===== config.mk =====
export PLATFORM = sky130hd
export DESIGN_NAME = csi_div_cell
export DESIGN_NICKNAME = d
export VERILOG_FILES = /design/src/hdl/cone_sector_intensity_macros.svh /design/src/hdl/csi_pkg.sv /design/src/hdl/csi_div_cell.sv
export SDC_FILE = /design/constraint.sdc
export NUM_CORES = 1
export LEC_CHECK = 0
export BUFFER_PORTS_ARGS = -buffer_cell sky130_fd_sc_hd__buf_2
export CAP_MARGIN = 20
export CELL_PAD_IN_SITES_DETAIL_PLACEMENT = 0
export CELL_PAD_IN_SITES_GLOBAL_PLACEMENT = 1
export CORE_MARGIN = 5
export CORE_UTILIZATION = 36
export CTS_CLUSTER_DIAMETER = 30
export DETAILED_ROUTE_END_ITERATION = 10
export PLACE_DENSITY_LB_ADDON = 0.1
export SLEW_MARGIN = 20
export SYNTH_ARGS = -nofsm -noshare
export SYNTH_HDL_FRONTEND = slang
export SYNTH_SLANG_ARGS = --single-unit

===== constraint.sdc =====
create_clock -name clock -period 6.1 [get_ports clock]
set_input_delay 1.22 -clock clock [delete_from_list [all_inputs] [get_ports clock]]
set_output_delay 1.22 -clock clock [all_outputs]
set_load 0.01 [all_outputs]

===== src/hdl/cone_sector_intensity_macros.svh =====
// -----------------------------------------------------------------------------
// Cone sector intensity assertion macros
// Shared concurrent assertion forms used by the top level.
// -----------------------------------------------------------------------------
`ifndef CONE_SECTOR_INTENSITY_MACROS_SVH
`define CONE_SECTOR_INTENSITY_MACROS_SVH
`define CSI_ASSERT_IMPL(label, clk, rst, a, c) \
   label: assert property (@(posedge clk) disable iff (rst) (a) |-> (c)) \
      else $error("assertion failed");
`define CSI_ASSERT_NEXT(label, clk, rst, a, c) \
   label: assert property (@(posedge clk) disable iff (rst) (a) |=> (c)) \
      else $error("assertion failed");
`endif


===== src/hdl/csi_pkg.sv =====
// -----------------------------------------------------------------------------
// Cone sector intensity package
// Widths, register indexes and the per-stage records of the two cell chains.
// -----------------------------------------------------------------------------
package csi_pkg;
   localparam int EYE_WIDTH = 16;
   localparam int FRAC_BITS = 16;
   localparam int CFG_WIDTH = 16;
   localparam int IDX_WIDTH = 3;
   localparam int SQ_WIDTH  = 2 * EYE_WIDTH + 2;
   localparam int LEN_WIDTH = EYE_WIDTH + 1;
   localparam int DOT_WIDTH = EYE_WIDTH + CFG_WIDTH + 2;
   localparam int PRD_WIDTH = LEN_WIDTH + CFG_WIDTH + 2;
   localparam int CMP_WIDTH = PRD_WIDTH + 2;
   localparam int INT_WIDTH = FRAC_BITS + 1;
   localparam int SQRT_CELLS = LEN_WIDTH;

   localparam logic [IDX_WIDTH-1:0] REG_AXIS_X    = 3'd0;
   localparam logic [IDX_WIDTH-1:0] REG_AXIS_Y    = 3'd1;
   localparam logic [IDX_WIDTH-1:0] REG_AXIS_Z    = 3'd2;
   localparam logic [IDX_WIDTH-1:0] REG_COS_INNER = 3'd3;
   localparam logic [IDX_WIDTH-1:0] REG_COS_OUTER = 3'd4;

   localparam logic [1:0] REGION_OUTSIDE = 2'd0;
   localparam logic [1:0] REGION_FADE    = 2'd1;
   localparam logic [1:0] REGION_INSIDE  = 2'd2;

   // record carried from cell to cell of the square-root chain
   typedef struct packed {
      logic                          valid;
      logic [SQ_WIDTH-1:0]           rem;
      logic [SQ_WIDTH-1:0]           root;
      logic signed [DOT_WIDTH-1:0]   dot;
   } sqrt_rec_type;

   // record carried from cell to cell of the divider chain
   typedef struct packed {
      logic                          valid;
      logic                          done;
      logic [1:0]                    region;
      logic [CMP_WIDTH-1:0]          rem;
      logic [CMP_WIDTH-1:0]          den;
      logic [INT_WIDTH-1:0]          quo;
   } div_rec_type;
endpackage


===== src/hdl/csi_div_cell.sv =====
// -----------------------------------------------------------------------------
// Divider cell
// Adds one quotient bit per cycle by restoring division unless done is set; holds while advance is low.
// -----------------------------------------------------------------------------
module csi_div_cell (
   input  logic                 clock,
   input  logic                 reset,
   input  logic                 advance,
   input  csi_pkg::div_rec_type rec_in,
   output csi_pkg::div_rec_type rec_out
);
   csi_pkg::div_rec_type rec_ff, rec_in_w;
   logic [csi_pkg::CMP_WIDTH:0] shifted;

   always_comb begin
      rec_in_w = rec_in;
      shifted  = {rec_in.rem, 1'b0};
      if (!rec_in.done) begin
         rec_in_w.quo = {rec_in.quo[csi_pkg::INT_WIDTH-2:0], 1'b0};
         if (shifted >= {1'b0, rec_in.den}) begin
            rec_in_w.quo[0] = 1'b1;
            rec_in_w.rem = csi_pkg::CMP_WIDTH'(shifted - {1'b0, rec_in.den});
         end else begin
            rec_in_w.rem = csi_pkg::CMP_WIDTH'(shifted);
         end
      end
   end

   always_ff @(posedge clock) begin
      if (reset) begin
         rec_ff.valid <= 1'b0;
      end else if (advance) begin
         rec_ff.valid <= rec_in.valid;
      end
      if (advance) begin
         rec_ff.done   <= rec_in_w.done;
         rec_ff.region <= rec_in_w.region;
         rec_ff.rem    <= rec_in_w.rem;
         rec_ff.den    <= rec_in_w.den;
         rec_ff.quo    <= rec_in_w.quo;
      end
   end

   assign rec_out = rec_ff;
endmodule


; Yosys cells after proc, flatten, opt, wreduce, memory -nomap -nowiden
; Cells that the tools add are included.
[totals]
regBits = 95
elab_cells = 12
latchBits = 0
memories = 0
out_inout_bits = 95
mem_bits_rw = 0
in_bits = 98
mem_bits_ro = 0
[op_classes]
eq_ne = 0
muxes = 4
shifts = 0
order_cmp = 1
n_mul = 0
reduce_logical = 0
n_div = 0
n_bitwise = 0
add_sub_neg = 1
[ops]
columns = operator, n
row1 = two-way mux 37 bit, 2
row2 = greater-or-equal comparator 38 x 37 -> 1 bit, 1
row3 = subtractor 37 bit, 1
row4 = two-way mux 17 bit, 1
row5 = two-way mux 1 bit, 1

; Depth between registers and ports, before layout
[depth]
ltp_word = 3
mapped_depth = 14
depth_no_buf = 11

; Worst setup path before layout
; Ideal clock, no wire load.
[synth_path]
path_kind = input-to-reg
startpoint = input port rec_in[19] in the netlist's numbering
endpoint = register rec_ff, in the netlist rec_out[86] (data pin)
path_slack_ps = 2355
stages = 12
n_path_buf = 1
t_required_ps = 5834
setup_time_ps = 266
arrival_time_ps = 3480
path_cell_list = inv_1 -> ha_1 -> nor2b_1 -> o31a_1 -> o311ai_4 -> a31oi_4 -> a211oi_2 -> o21a_2 -> buf_6 -> mux2_1 -> o21ai_1 -> o21ai_1
[synth_rtl]
columns = item, line_no
row1 = start: declaration, csi_div_cell.sv:9  ; input csi_pkg::div_rec_type rec_in,
row2 = end: declaration, csi_div_cell.sv:12  ; csi_pkg::div_rec_type rec_ff, rec_in_w;

==> flow_summary.yaml <==
critical_path:
  endpoint_kind: "flip-flop"
  timing_worst_setup_path_type: "in2reg"
  critPathRequiredTime_ns: 6.16
  cp_data_arrival_time_ns: 4.11
  start_kind: "input pin"
  cp_slowest_stage_delay_ns: 0.36
  crit_chain: "buf_2 > inv_1 > ha_1 > a21oi_1 > o211ai_1 > a22oi_1 > a31oi_4 > a211oi_2 > o21a_2 > buf_4 > nor2_1 > a211oi_1 > a21oi_1"
  path_buf_inv: 3
  path_delay_family: "compound AO/OA/AOI/OAI gates"
  cpMostUsedCell: "a21oi_1"
  path_max_fanout: 34
  worst_path_max_delay_cell: "ha_1"
floorplanning:
  coreArea_mm2: 0.01670
  die_w_um: 140.9
  initial_core_util: 0.3691
  dieArea_mm2: 0.01984
  ios: 193
  die_h_um: 140.9
  fp-row-count: 47
sta:
  fin_crit_ns: 4.049
  fin_hold_ws_ns: 0.5096
  final-hold-violation-count: 0
  fmax_mhz: 247.0
  setup_viol: 0
  tightest_slew_ns: 0.9081
  skew_ns: 0
  finalSetupTns_ns: 0
  maxSlewHeadroom: 0.3894
  rsz0062_at_grt: "no"
  setup_ws_ns: 2.051
  period_share: 0.6637
  slew_viol_final: 0
detailed_routing:
  wl_um: 17070
  wl_met2_um: 8777
  drc: 0
  route.layer.met1.wl_um: 7078
  drt_first_pass_iters: 5
  dr.first_iter.drc_count: 320
  top_layer_used: "met4"
  viasPerCell: 5.183
  wl_met3_um: 965
  routedWlPerCell_um: 16.97
  antenna_left: 0
  vias: 5214
min_path:
  min_path_type: "reg2reg"
place:
  pre_cts_slack_ns: 1.701
  dpl.cell_count: 989
  place_area_mm2: 0.007282
  dp_hpwl_um: 13170
  io_buffers: 192
  gp_congestion: 0.8237
synth:
  syn-cell-area_mm2: 0.006165
  ys_ff_latch: 95
  synth_top_area_cell: "edfxtp_1"
  synth_warnings: 0
  syn_nets: 738
  synthFlopType: "edfxtp_1"
  synthCells: 602
  synth_top_area_frac: 0.4579
  synth_common_cells: "94 x edfxtp_1, 53 x a21oi_1, 51 x inv_1, 44 x nand2_1, 37 x ha_1"
  async_reset_ff_frac: 0
  ys_seq_area_frac: 0.4611
  synth_area_leaders: "edfxtp_1 46%, ha_1 7.5%, mux2_2 5.1%"
  synth_most_common_cell: "edfxtp_1"
  ys_types: 61
  synth_edf_count: 94
  postSynthAreaPerCell_um2: 10.24
finish:
  postLayoutCoreUtil: 0.4553
  post-route-cell-area_mm2: 0.007605
  final_cells: 1006
  largest_register_ffs: 95
  syn2layout_area_growth_pct: 23.36
  drive_above_1_share: 0.3197
  fin_nets: 916
global_route:
  grt_antenna_before_repair: 1
  grt_start_max_net_pins: 55
  grt_pass1_vias: 5322
  grt_usage: 0.1697
  overflow: 0
  grt_pass1_wl_um: 27270
clock_network:
  insertion_delay_ns: 0.34
  path_clk_slew_ns: 0.07
  cts-root-buf: "clkbuf_16"
  cts.htree.levels: 3
  cts_made_buffers: 9
  cts_hold_buf: 0
  post-cts-setup-buffers: 0
  cts_tree: "built"
  post_cts_resized: 0
  cts.sinks: 95
  clockBufferDepth: 2
power_and_ir_drop:
  p_total_mw: 1.938
  power_density_mw_per_mm2: 254.8
  leakage_nw: 3.304
  ir_drop_v: 0.0001248
status:
  status: "finished, final reports clean"
run:
  drv_cap: 0
[placed cells by master (no fill, tap or decap), types with 3 or more instances in the layout]
master / instances
o21bai_1: 3
buf_4: 6
buf_2: 191
and3_1: 4
nor4_1: 3
mux2i_1: 3
edfxtp_1: 94
nor2_1: 34
a211oi_1: 9
o31ai_1: 6
a211oi_2: 3
nand3_1: 9
xnor2_1: 16
o21ai_1: 25
o21ai_0: 28
inv_1: 51
xor2_1: 13
ha_1: 37
nand2b_1: 4
nand4_1: 11
a31o_2: 3
nand2_1: 44
nor2b_1: 5
a31oi_1: 7
o21a_1: 16
nor3_1: 7
a21oi_1: 53
clkbuf_16: 9
a21o_1: 15
mux2_2: 28
o211ai_1: 7
[power breakdown]
part / switching, mW / leakage [nW] / internal, mW
sequential: 0.0146 / 0.928 / 0.795
combinational: 0.296 / 2.22 / 0.212
clock: 0.257 / 0.157 / 0.363
[worst reg2reg max path, delay by kind of cell (launching register included)]
family,cells,cell delay [ns]
flip-flops,1,0.31
multiplexers,1,0.12
AND/OR/NAND/NOR,1,0.05
[cell families (layout without fill, tap and decap cells)]
logic type / count (synthesis) / in the layout / share of synthesized area
XOR/XNOR: 29 / 29 / 0.04120
other: 0 / 1 / 0
AND/OR/NAND/NOR: 132 / 132 / 0.1015
multiplexers: 32 / 32 / 0.05784
AO/OA/AOI/OAI: 194 / 194 / 0.2026
flip-flops: 95 / 95 / 0.4611
adder cells (fa/ha/maj): 38 / 38 / 0.07834
buffers and inverters: 82 / 265 / 0.05744
[cell type report]
cell class | count | area (µm²)
Antenna cell | 1 | 2.502
Clock buffer | 10 | 229.0
Clock inverter | 6 | 91.34
Fill cell | 1670 | 9096
Inverter | 52 | 195.2
Multi-Input combinational cell | 425 | 2968
Sequential cell | 95 | 2843
Tap cell | 220 | 275.3
Timing Repair Buffer | 197 | 1001
[layer usage]
layer / vias up / global-route usage
met2: 148 / 0.3080
met5: - / 0
li1: 2585 / -
met4: 0 / 0.04742
met3: 17 / 0.03386
met1: 2464 / 0.2041
[final timing paths]
kind	cells past startpoint	startpoint	slack [ns]	to
worst min-delay path	2	rec_out[94]	0.51	rec_out[94]
worst min register to register	2	rec_out[94]	0.51	rec_out[94]
worst max register to register	2	rec_out[94]	5.51	rec_out[94]
worst max-delay path	13	rec_in[26]	2.05	rec_out[60]
Power figures use the tool's default switching activity.
