--- config.mk ---
export PLATFORM = sky130hd
export DESIGN_NAME = csi_sqrt_cell
export DESIGN_NICKNAME = d
export VERILOG_FILES = /design/src/hdl/cone_sector_intensity_macros.svh /design/src/hdl/csi_pkg.sv /design/src/hdl/csi_sqrt_cell.sv
export SDC_FILE = /design/constraint.sdc
export NUM_CORES = 1
export LEC_CHECK = 0
export BUFFER_PORTS_ARGS = -buffer_cell sky130_fd_sc_hd__buf_4
export CAP_MARGIN = 10
export CORE_ASPECT_RATIO = 0.75
export CORE_MARGIN = 1.5
export CORE_UTILIZATION = 40
export CTS_CLUSTER_SIZE = 40
export DETAILED_ROUTE_END_ITERATION = 12
export GPL_TIMING_DRIVEN = 0
export PLACE_DENSITY = 0.66
export SYNTH_ARGS = -nofsm -noshare
export SYNTH_HDL_FRONTEND = slang
export SYNTH_SLANG_ARGS = --single-unit
--- constraint.sdc ---
create_clock -name clock -period 6.4 [get_ports clock]
set_input_delay 0.96 -clock clock [delete_from_list [all_inputs] [get_ports clock]]
set_output_delay 0.96 -clock clock [all_outputs]
set_load 0.005 [all_outputs]
--- src/hdl/cone_sector_intensity_macros.svh ---
// -----------------------------------------------------------------------------
// Cone sector intensity assertion macros
// Shared concurrent assertion forms used by the top level.
// -----------------------------------------------------------------------------
`ifndef CONE_SECTOR_INTENSITY_MACROS_SVH
`define CONE_SECTOR_INTENSITY_MACROS_SVH
`define CSI_ASSERT_IMPL(label, clk, rst, a, c) \
   label: assert property (@(posedge clk) disable iff (rst) (a) |-> (c)) \
      else $error("assertion failed");
`define CSI_ASSERT_NEXT(label, clk, rst, a, c) \
   label: assert property (@(posedge clk) disable iff (rst) (a) |=> (c)) \
      else $error("assertion failed");
`endif

--- src/hdl/csi_pkg.sv ---
// -----------------------------------------------------------------------------
// Cone sector intensity package
// Widths, register indexes and the per-stage records of the two cell chains.
// -----------------------------------------------------------------------------
package csi_pkg;
   localparam int EYE_WIDTH = 16;
   localparam int FRAC_BITS = 16;
   localparam int CFG_WIDTH = 16;
   localparam int IDX_WIDTH = 3;
   localparam int SQ_WIDTH  = 2 * EYE_WIDTH + 2;
   localparam int LEN_WIDTH = EYE_WIDTH + 1;
   localparam int DOT_WIDTH = EYE_WIDTH + CFG_WIDTH + 2;
   localparam int PRD_WIDTH = LEN_WIDTH + CFG_WIDTH + 2;
   localparam int CMP_WIDTH = PRD_WIDTH + 2;
   localparam int INT_WIDTH = FRAC_BITS + 1;
   localparam int SQRT_CELLS = LEN_WIDTH;

   localparam logic [IDX_WIDTH-1:0] REG_AXIS_X    = 3'd0;
   localparam logic [IDX_WIDTH-1:0] REG_AXIS_Y    = 3'd1;
   localparam logic [IDX_WIDTH-1:0] REG_AXIS_Z    = 3'd2;
   localparam logic [IDX_WIDTH-1:0] REG_COS_INNER = 3'd3;
   localparam logic [IDX_WIDTH-1:0] REG_COS_OUTER = 3'd4;

   localparam logic [1:0] REGION_OUTSIDE = 2'd0;
   localparam logic [1:0] REGION_FADE    = 2'd1;
   localparam logic [1:0] REGION_INSIDE  = 2'd2;

   // record carried from cell to cell of the square-root chain
   typedef struct packed {
      logic                          valid;
      logic [SQ_WIDTH-1:0]           rem;
      logic [SQ_WIDTH-1:0]           root;
      logic signed [DOT_WIDTH-1:0]   dot;
   } sqrt_rec_type;

   // record carried from cell to cell of the divider chain
   typedef struct packed {
      logic                          valid;
      logic                          done;
      logic [1:0]                    region;
      logic [CMP_WIDTH-1:0]          rem;
      logic [CMP_WIDTH-1:0]          den;
      logic [INT_WIDTH-1:0]          quo;
   } div_rec_type;
endpackage

--- src/hdl/csi_sqrt_cell.sv ---
// -----------------------------------------------------------------------------
// Square-root cell
// Resolves one root bit per cycle while advance is high; feeds the next cell.
// -----------------------------------------------------------------------------
module csi_sqrt_cell (
   input  logic                        clock,
   input  logic                        reset,
   input  logic                        advance,
   input  logic [csi_pkg::SQ_WIDTH-1:0] bit_val,
   input  csi_pkg::sqrt_rec_type       rec_in,
   output csi_pkg::sqrt_rec_type       rec_out
);
   csi_pkg::sqrt_rec_type rec_ff, rec_in_w;
   logic [csi_pkg::SQ_WIDTH-1:0] trial, res_w;

   always_comb begin
      res_w = rec_in.root;
      trial = res_w + bit_val;
      rec_in_w = rec_in;
      if (rec_in.rem >= trial) begin
         rec_in_w.rem  = rec_in.rem - trial;
         rec_in_w.root = (res_w >> 1) + bit_val;
      end else begin
         rec_in_w.root = res_w >> 1;
      end
   end

   always_ff @(posedge clock) begin
      if (reset) begin
         rec_ff.valid <= 1'b0;
      end else if (advance) begin
         rec_ff.valid <= rec_in.valid;
      end
      if (advance) begin
         rec_ff.rem  <= rec_in_w.rem;
         rec_ff.root <= rec_in_w.root;
         rec_ff.dot  <= rec_in.dot;
      end
   end

   assign rec_out = rec_ff;
endmodule

Word level (Yosys, flattened, before mapping). Index checks and enable logic that the tools add are counted.

Add/sub/neg operators: 3. Multipliers: 0. Divide/modulo/power cells: 0. $lt $le $gt $ge: 1. Equality and inequality tests: 0. Shift-type cells: 0. Muxes and demuxes: 2. Bitwise logic cells: 0. Reduce and logical (&&, ||, !) cells: 0.

Operators by type and width (count): adder 33 x 34 -> 34 bit (1); adder 34 bit (1); >= comparator 34 bit (1); 2-to-1 mux 34 bit (1); subtractor 34 bit (1); 2-to-1 mux 33 bit (1).

Register bits: 103. Latch bits: 0. Bits in writable memories: 0. ROM bits: 0. Input bits: 140. Output and inout port bits: 103. Word-level logic and storage cells: 11. Memories: 0.

Depth between registers and ports, before layout.
Depth in word-level cells: 3. Gate-level depth with buffers: 24.

Least setup slack after synthesis. No wires, ideal clock.

Path kind: input to register. Start: input port bit_val[0] in the netlist's numbering. End: register rec_ff, in the netlist rec_out[61], data pin. Setup time: 0.258 ns. Arrival time: 4.890 ns. Data required time: 6.142 ns. Slack: 1.252 ns. Cell stages on the path: 20. Path buffers: 2. Path through: ha_1 -> inv_1 -> fa_1 -> nor2b_1 -> o2111ai_1 -> a41oi_1 -> o21ai_0 -> a31oi_1 -> a2bb2oi_1 -> nor2_1 -> a311oi_1 -> ha_1 -> or2_2 -> o311a_1 -> nand4bb_1 -> or3_1 -> and2_1 -> buf_4 -> buf_6 -> o221a_2.

RTL lines: start: declaration (line csi_sqrt_cell.sv:9) `input logic [csi_pkg::SQ_WIDTH-1:0] bit_val,`; end: declaration (line csi_sqrt_cell.sv:13) `csi_pkg::sqrt_rec_type rec_ff, rec_in_w;`.

==> impl_metrics.yaml <==
synthesis:
  synth_nets: 1259
  synth-adder-area-share: 0.144
  synth_cells: 1016
  synth_area_um2: 9120
  synth_cell_type_count: 75
  syn_area_per_cell_um2: 8.98
  synth-edff-count: 102
  synth_top_family_by_area: "compound AO/OA/AOI/OAI gates"
  synth-async-reset-ratio: 0
  synth-compound-area-share: 0.241
  synth_top_area_cell: "edfxtp_1"
  synth_mux_area_frac: 0.00603
  synth-simple-area-share: 0.160
  synth_ff_type: "edfxtp_1"
  yosys_warnings: 0
  yosys-top-cells-area: "edfxtp_1 (34%), ha_1 (14%), o21ai_0 (5.4%), nand2_1 (5.0%), a21oi_1 (4.9%)"
  yosys.area_share.xor_xnor: 0.0778
  yosysSeqAreaShare: 0.338
  ys_ff_latch: 103
  synth_top_area_frac: 0.336
clocking:
  cts_root_buffer: "clkbuf_16"
  post_cts_buffers: 0
  cts_tree: "done"
  path_clk_slew_ns: 0.08
  cts_buffers: 9
  cts.path.max_buffers: 2
  cts_hold_buf: 0
  cts.sinks: 103
  htree_levels: 3
  post_cts_resized: 0
  clkLatencyLatePin_ns: 0.36
hold_path:
  min_path_type: "reg2reg"
  holdPathStages: 2
floorplan:
  coreArea_um2: 22200
  std_cell_rows: 47
  ios: 243
  die_w_um: 177
  dieHeight_um: 134
  dieArea_um2: 23700
  initial_core_util: 0.410
detailed_routing:
  wl_per_cell_um: 17.4
  vias: 8608
  postRouteAntennaNets: 0
  drcViolationCount: 0
  dr.pass1.iters: 5
  wl_um: 27200
  drtIter0Drc: 592
  post_drt_via_cell_ratio: 5.49
global_route:
  grt_pass1_vias: 7705
  overflow: 0
  grt_max_degree: 104
  antenna_found_initial: 0
  grt_pass1_wl_um: 41600
  grt_usage: 0.227
final_layout:
  syn2layout_area_growth_pct: 27.7
  fin_area_um2: 11600
  nets: 1513
  largest_reg_flops: 103
  ff_latch_area_um2: 3080
  multi_input_area_um2: 5730
  drive_gt1_frac: 0.235
  finish.utilization: 0.524
  fillerInstances: 2087
  antenna_cells: 0
critical_path:
  cp.depth: 21
  crit_buf_inv: 4
  arrival_ns: 6.08
  cp_cell_sequence: "buf_4, ha_1, clkbuf_1, a211oi_1, or3_1, a31oi_1, nor4b_1, o21ai_0, a21oi_1, o21bai_1, xnor2_1, ha_1, buf_6, a21oi_2, o21ai_1, o311a_1, nand4bb_1, or3_1, nand2_2, clkbuf_1, o21ai_0"
  worstPathRequired_ns: 6.45
  reg2reg_depth: 2
  path_class: "in2reg"
  slowest_stage: "clkbuf_1"
  cp_top_family: "compound AO/OA/AOI/OAI gates"
  startpoint_type: "input pin"
  worstPathMaxFanout: 10
  slowest_delay_ns: 0.52
  critPathCaptureType: "flip-flop"
timing:
  worst_pin_slew_ns: 0.730
  timing.hold.ws_ns: 0.513
  clock.fmax_ghz: 0.166
  period_minus_slack_ns: 6.03
  rsz0062_at_grt: "false"
  finClkSkew_ns: 0
  period_share: 0.943
  setup-tns-final_ns: 0
  slew_headroom: 0.512
  setup_viol: 0
  slew_viol_final: 0
  hold_viol_final: 0
run:
  cap_violations: 0
place:
  dp_hpwl_um: 21900
  io_buffer_count: 242
  dpl_cell_area_um2: 11300
  gp_congestion: 0.945
power_and_ir_drop:
  power_density_nw_per_um2: 261
  leakage_uw: 0.00505
  peakVddDrop_mv: 0.116
run_status:
  status: "finished clean"
-- tightest hold or removal path, delay by kind of cell (launching register included) --
family / cells / cell delay, ns
DFF: 1 / 0.34
and+or+nand+nor: 1 / 0.07
muxes: 1 / 0.07
-- stage by stage --
| step | setup WS (ns) | std cells | total power, uW |
|---|---|---|---|
| after global routing | 0.0344 | 1569 | 3250 |
| after CTS | 0.441 | 1568 | 3050 |
| final | 0.367 | 1569 | 3040 |
| after floorplan | 1.25 | 1016 | 1880 |
| after detailed placement | 0.0547 | 1552 | 2450 |
| after global placement | 0.106 | 1552 | 2440 |
-- cells in the mapped netlist, types with 3 or more instances --
cell type and instances:
and3_1 5, nor3_1 19, nand2b_1 14, edfxtp_1 102
ha_1 100, a31oi_1 17, a21oi_1 89, nand3_1 17
fa_1 3, a211oi_1 18, nor2_1 65, mux2_2 4
clkbuf_1 17, buf_6 4, and2_1 8, a21o_1 30
o21ai_1 4, a311oi_1 3, xor2_1 32, xnor2_1 49
or2_2 4, o211ai_1 11, o31ai_1 6, inv_1 33
o21bai_1 19, buf_2 12, o211a_1 3, o2111ai_1 3
or3_1 10, nor2b_1 5, o21ai_0 99, and4_1 3
o21a_1 10, nor4_1 8, nand2_1 122, nand4_1 15
-- layout by cell type, fill, tap and decap left out, types with 32 or more instances in the layout --
cell type,netlist,layout
xnor2_1,49,49
ha_1,100,100
nand2_1,122,122
nor2_1,65,65
a21oi_1,89,89
o21ai_0,99,99
inv_1,33,33
edfxtp_1,102,102
buf_4,1,243
xor2_1,32,32
-- kinds of logic (layout without fill, tap and decap cells) --
kind of cell	Yosys count	in the layout
AOI/OAI and AO/OA	347	347
xor gates and xnor gates	81	81
adders and majority gates	103	103
buffers and inverters	68	327
DFF	103	103
muxes	5	5
and+or+nand+nor	309	309
-- layer usage --
layer,up-vias,global-route usage,part of all wire
met4,0,0.0448,0.011
met3,17,0.0400,0.069
met2,333,0.329,0.41
met1,3921,0.350,0.51
met5,-,0,0
li1,4337,-,-
-- layout make-up --
class	instances	area share
multi-input cells	845	0.492
flip-flops and latches	103	0.265
repair buffers	243	0.158
well taps	294	0.0316
clock buffers	9	0.0193
plain buffers	35	0.0156
inverters	33	0.0106
clock inverters	7	0.00773
-- report_power, final --
| group | internal (uW) | total, uW | switching, uW |
|---|---|---|---|
| Sequential | 917 | 952 | 35.1 |
| Combinational | 658 | 1500 | 846 |
| Clock | 280 | 583 | 303 |
| Total | 1850 | 3040 | 1180 |
-- final timing paths --
path / endpoint / startpoint / slack (ns)
setup / recovery: rec_out[56] / bit_val[6] / 0.37
hold / removal: rec_out[102] / rec_out[102] / 0.51
setup reg to reg: rec_out[102] / rec_out[102] / 5.81
hold reg to reg: rec_out[102] / rec_out[102] / 0.51
Power figures use the tool's default switching activity.
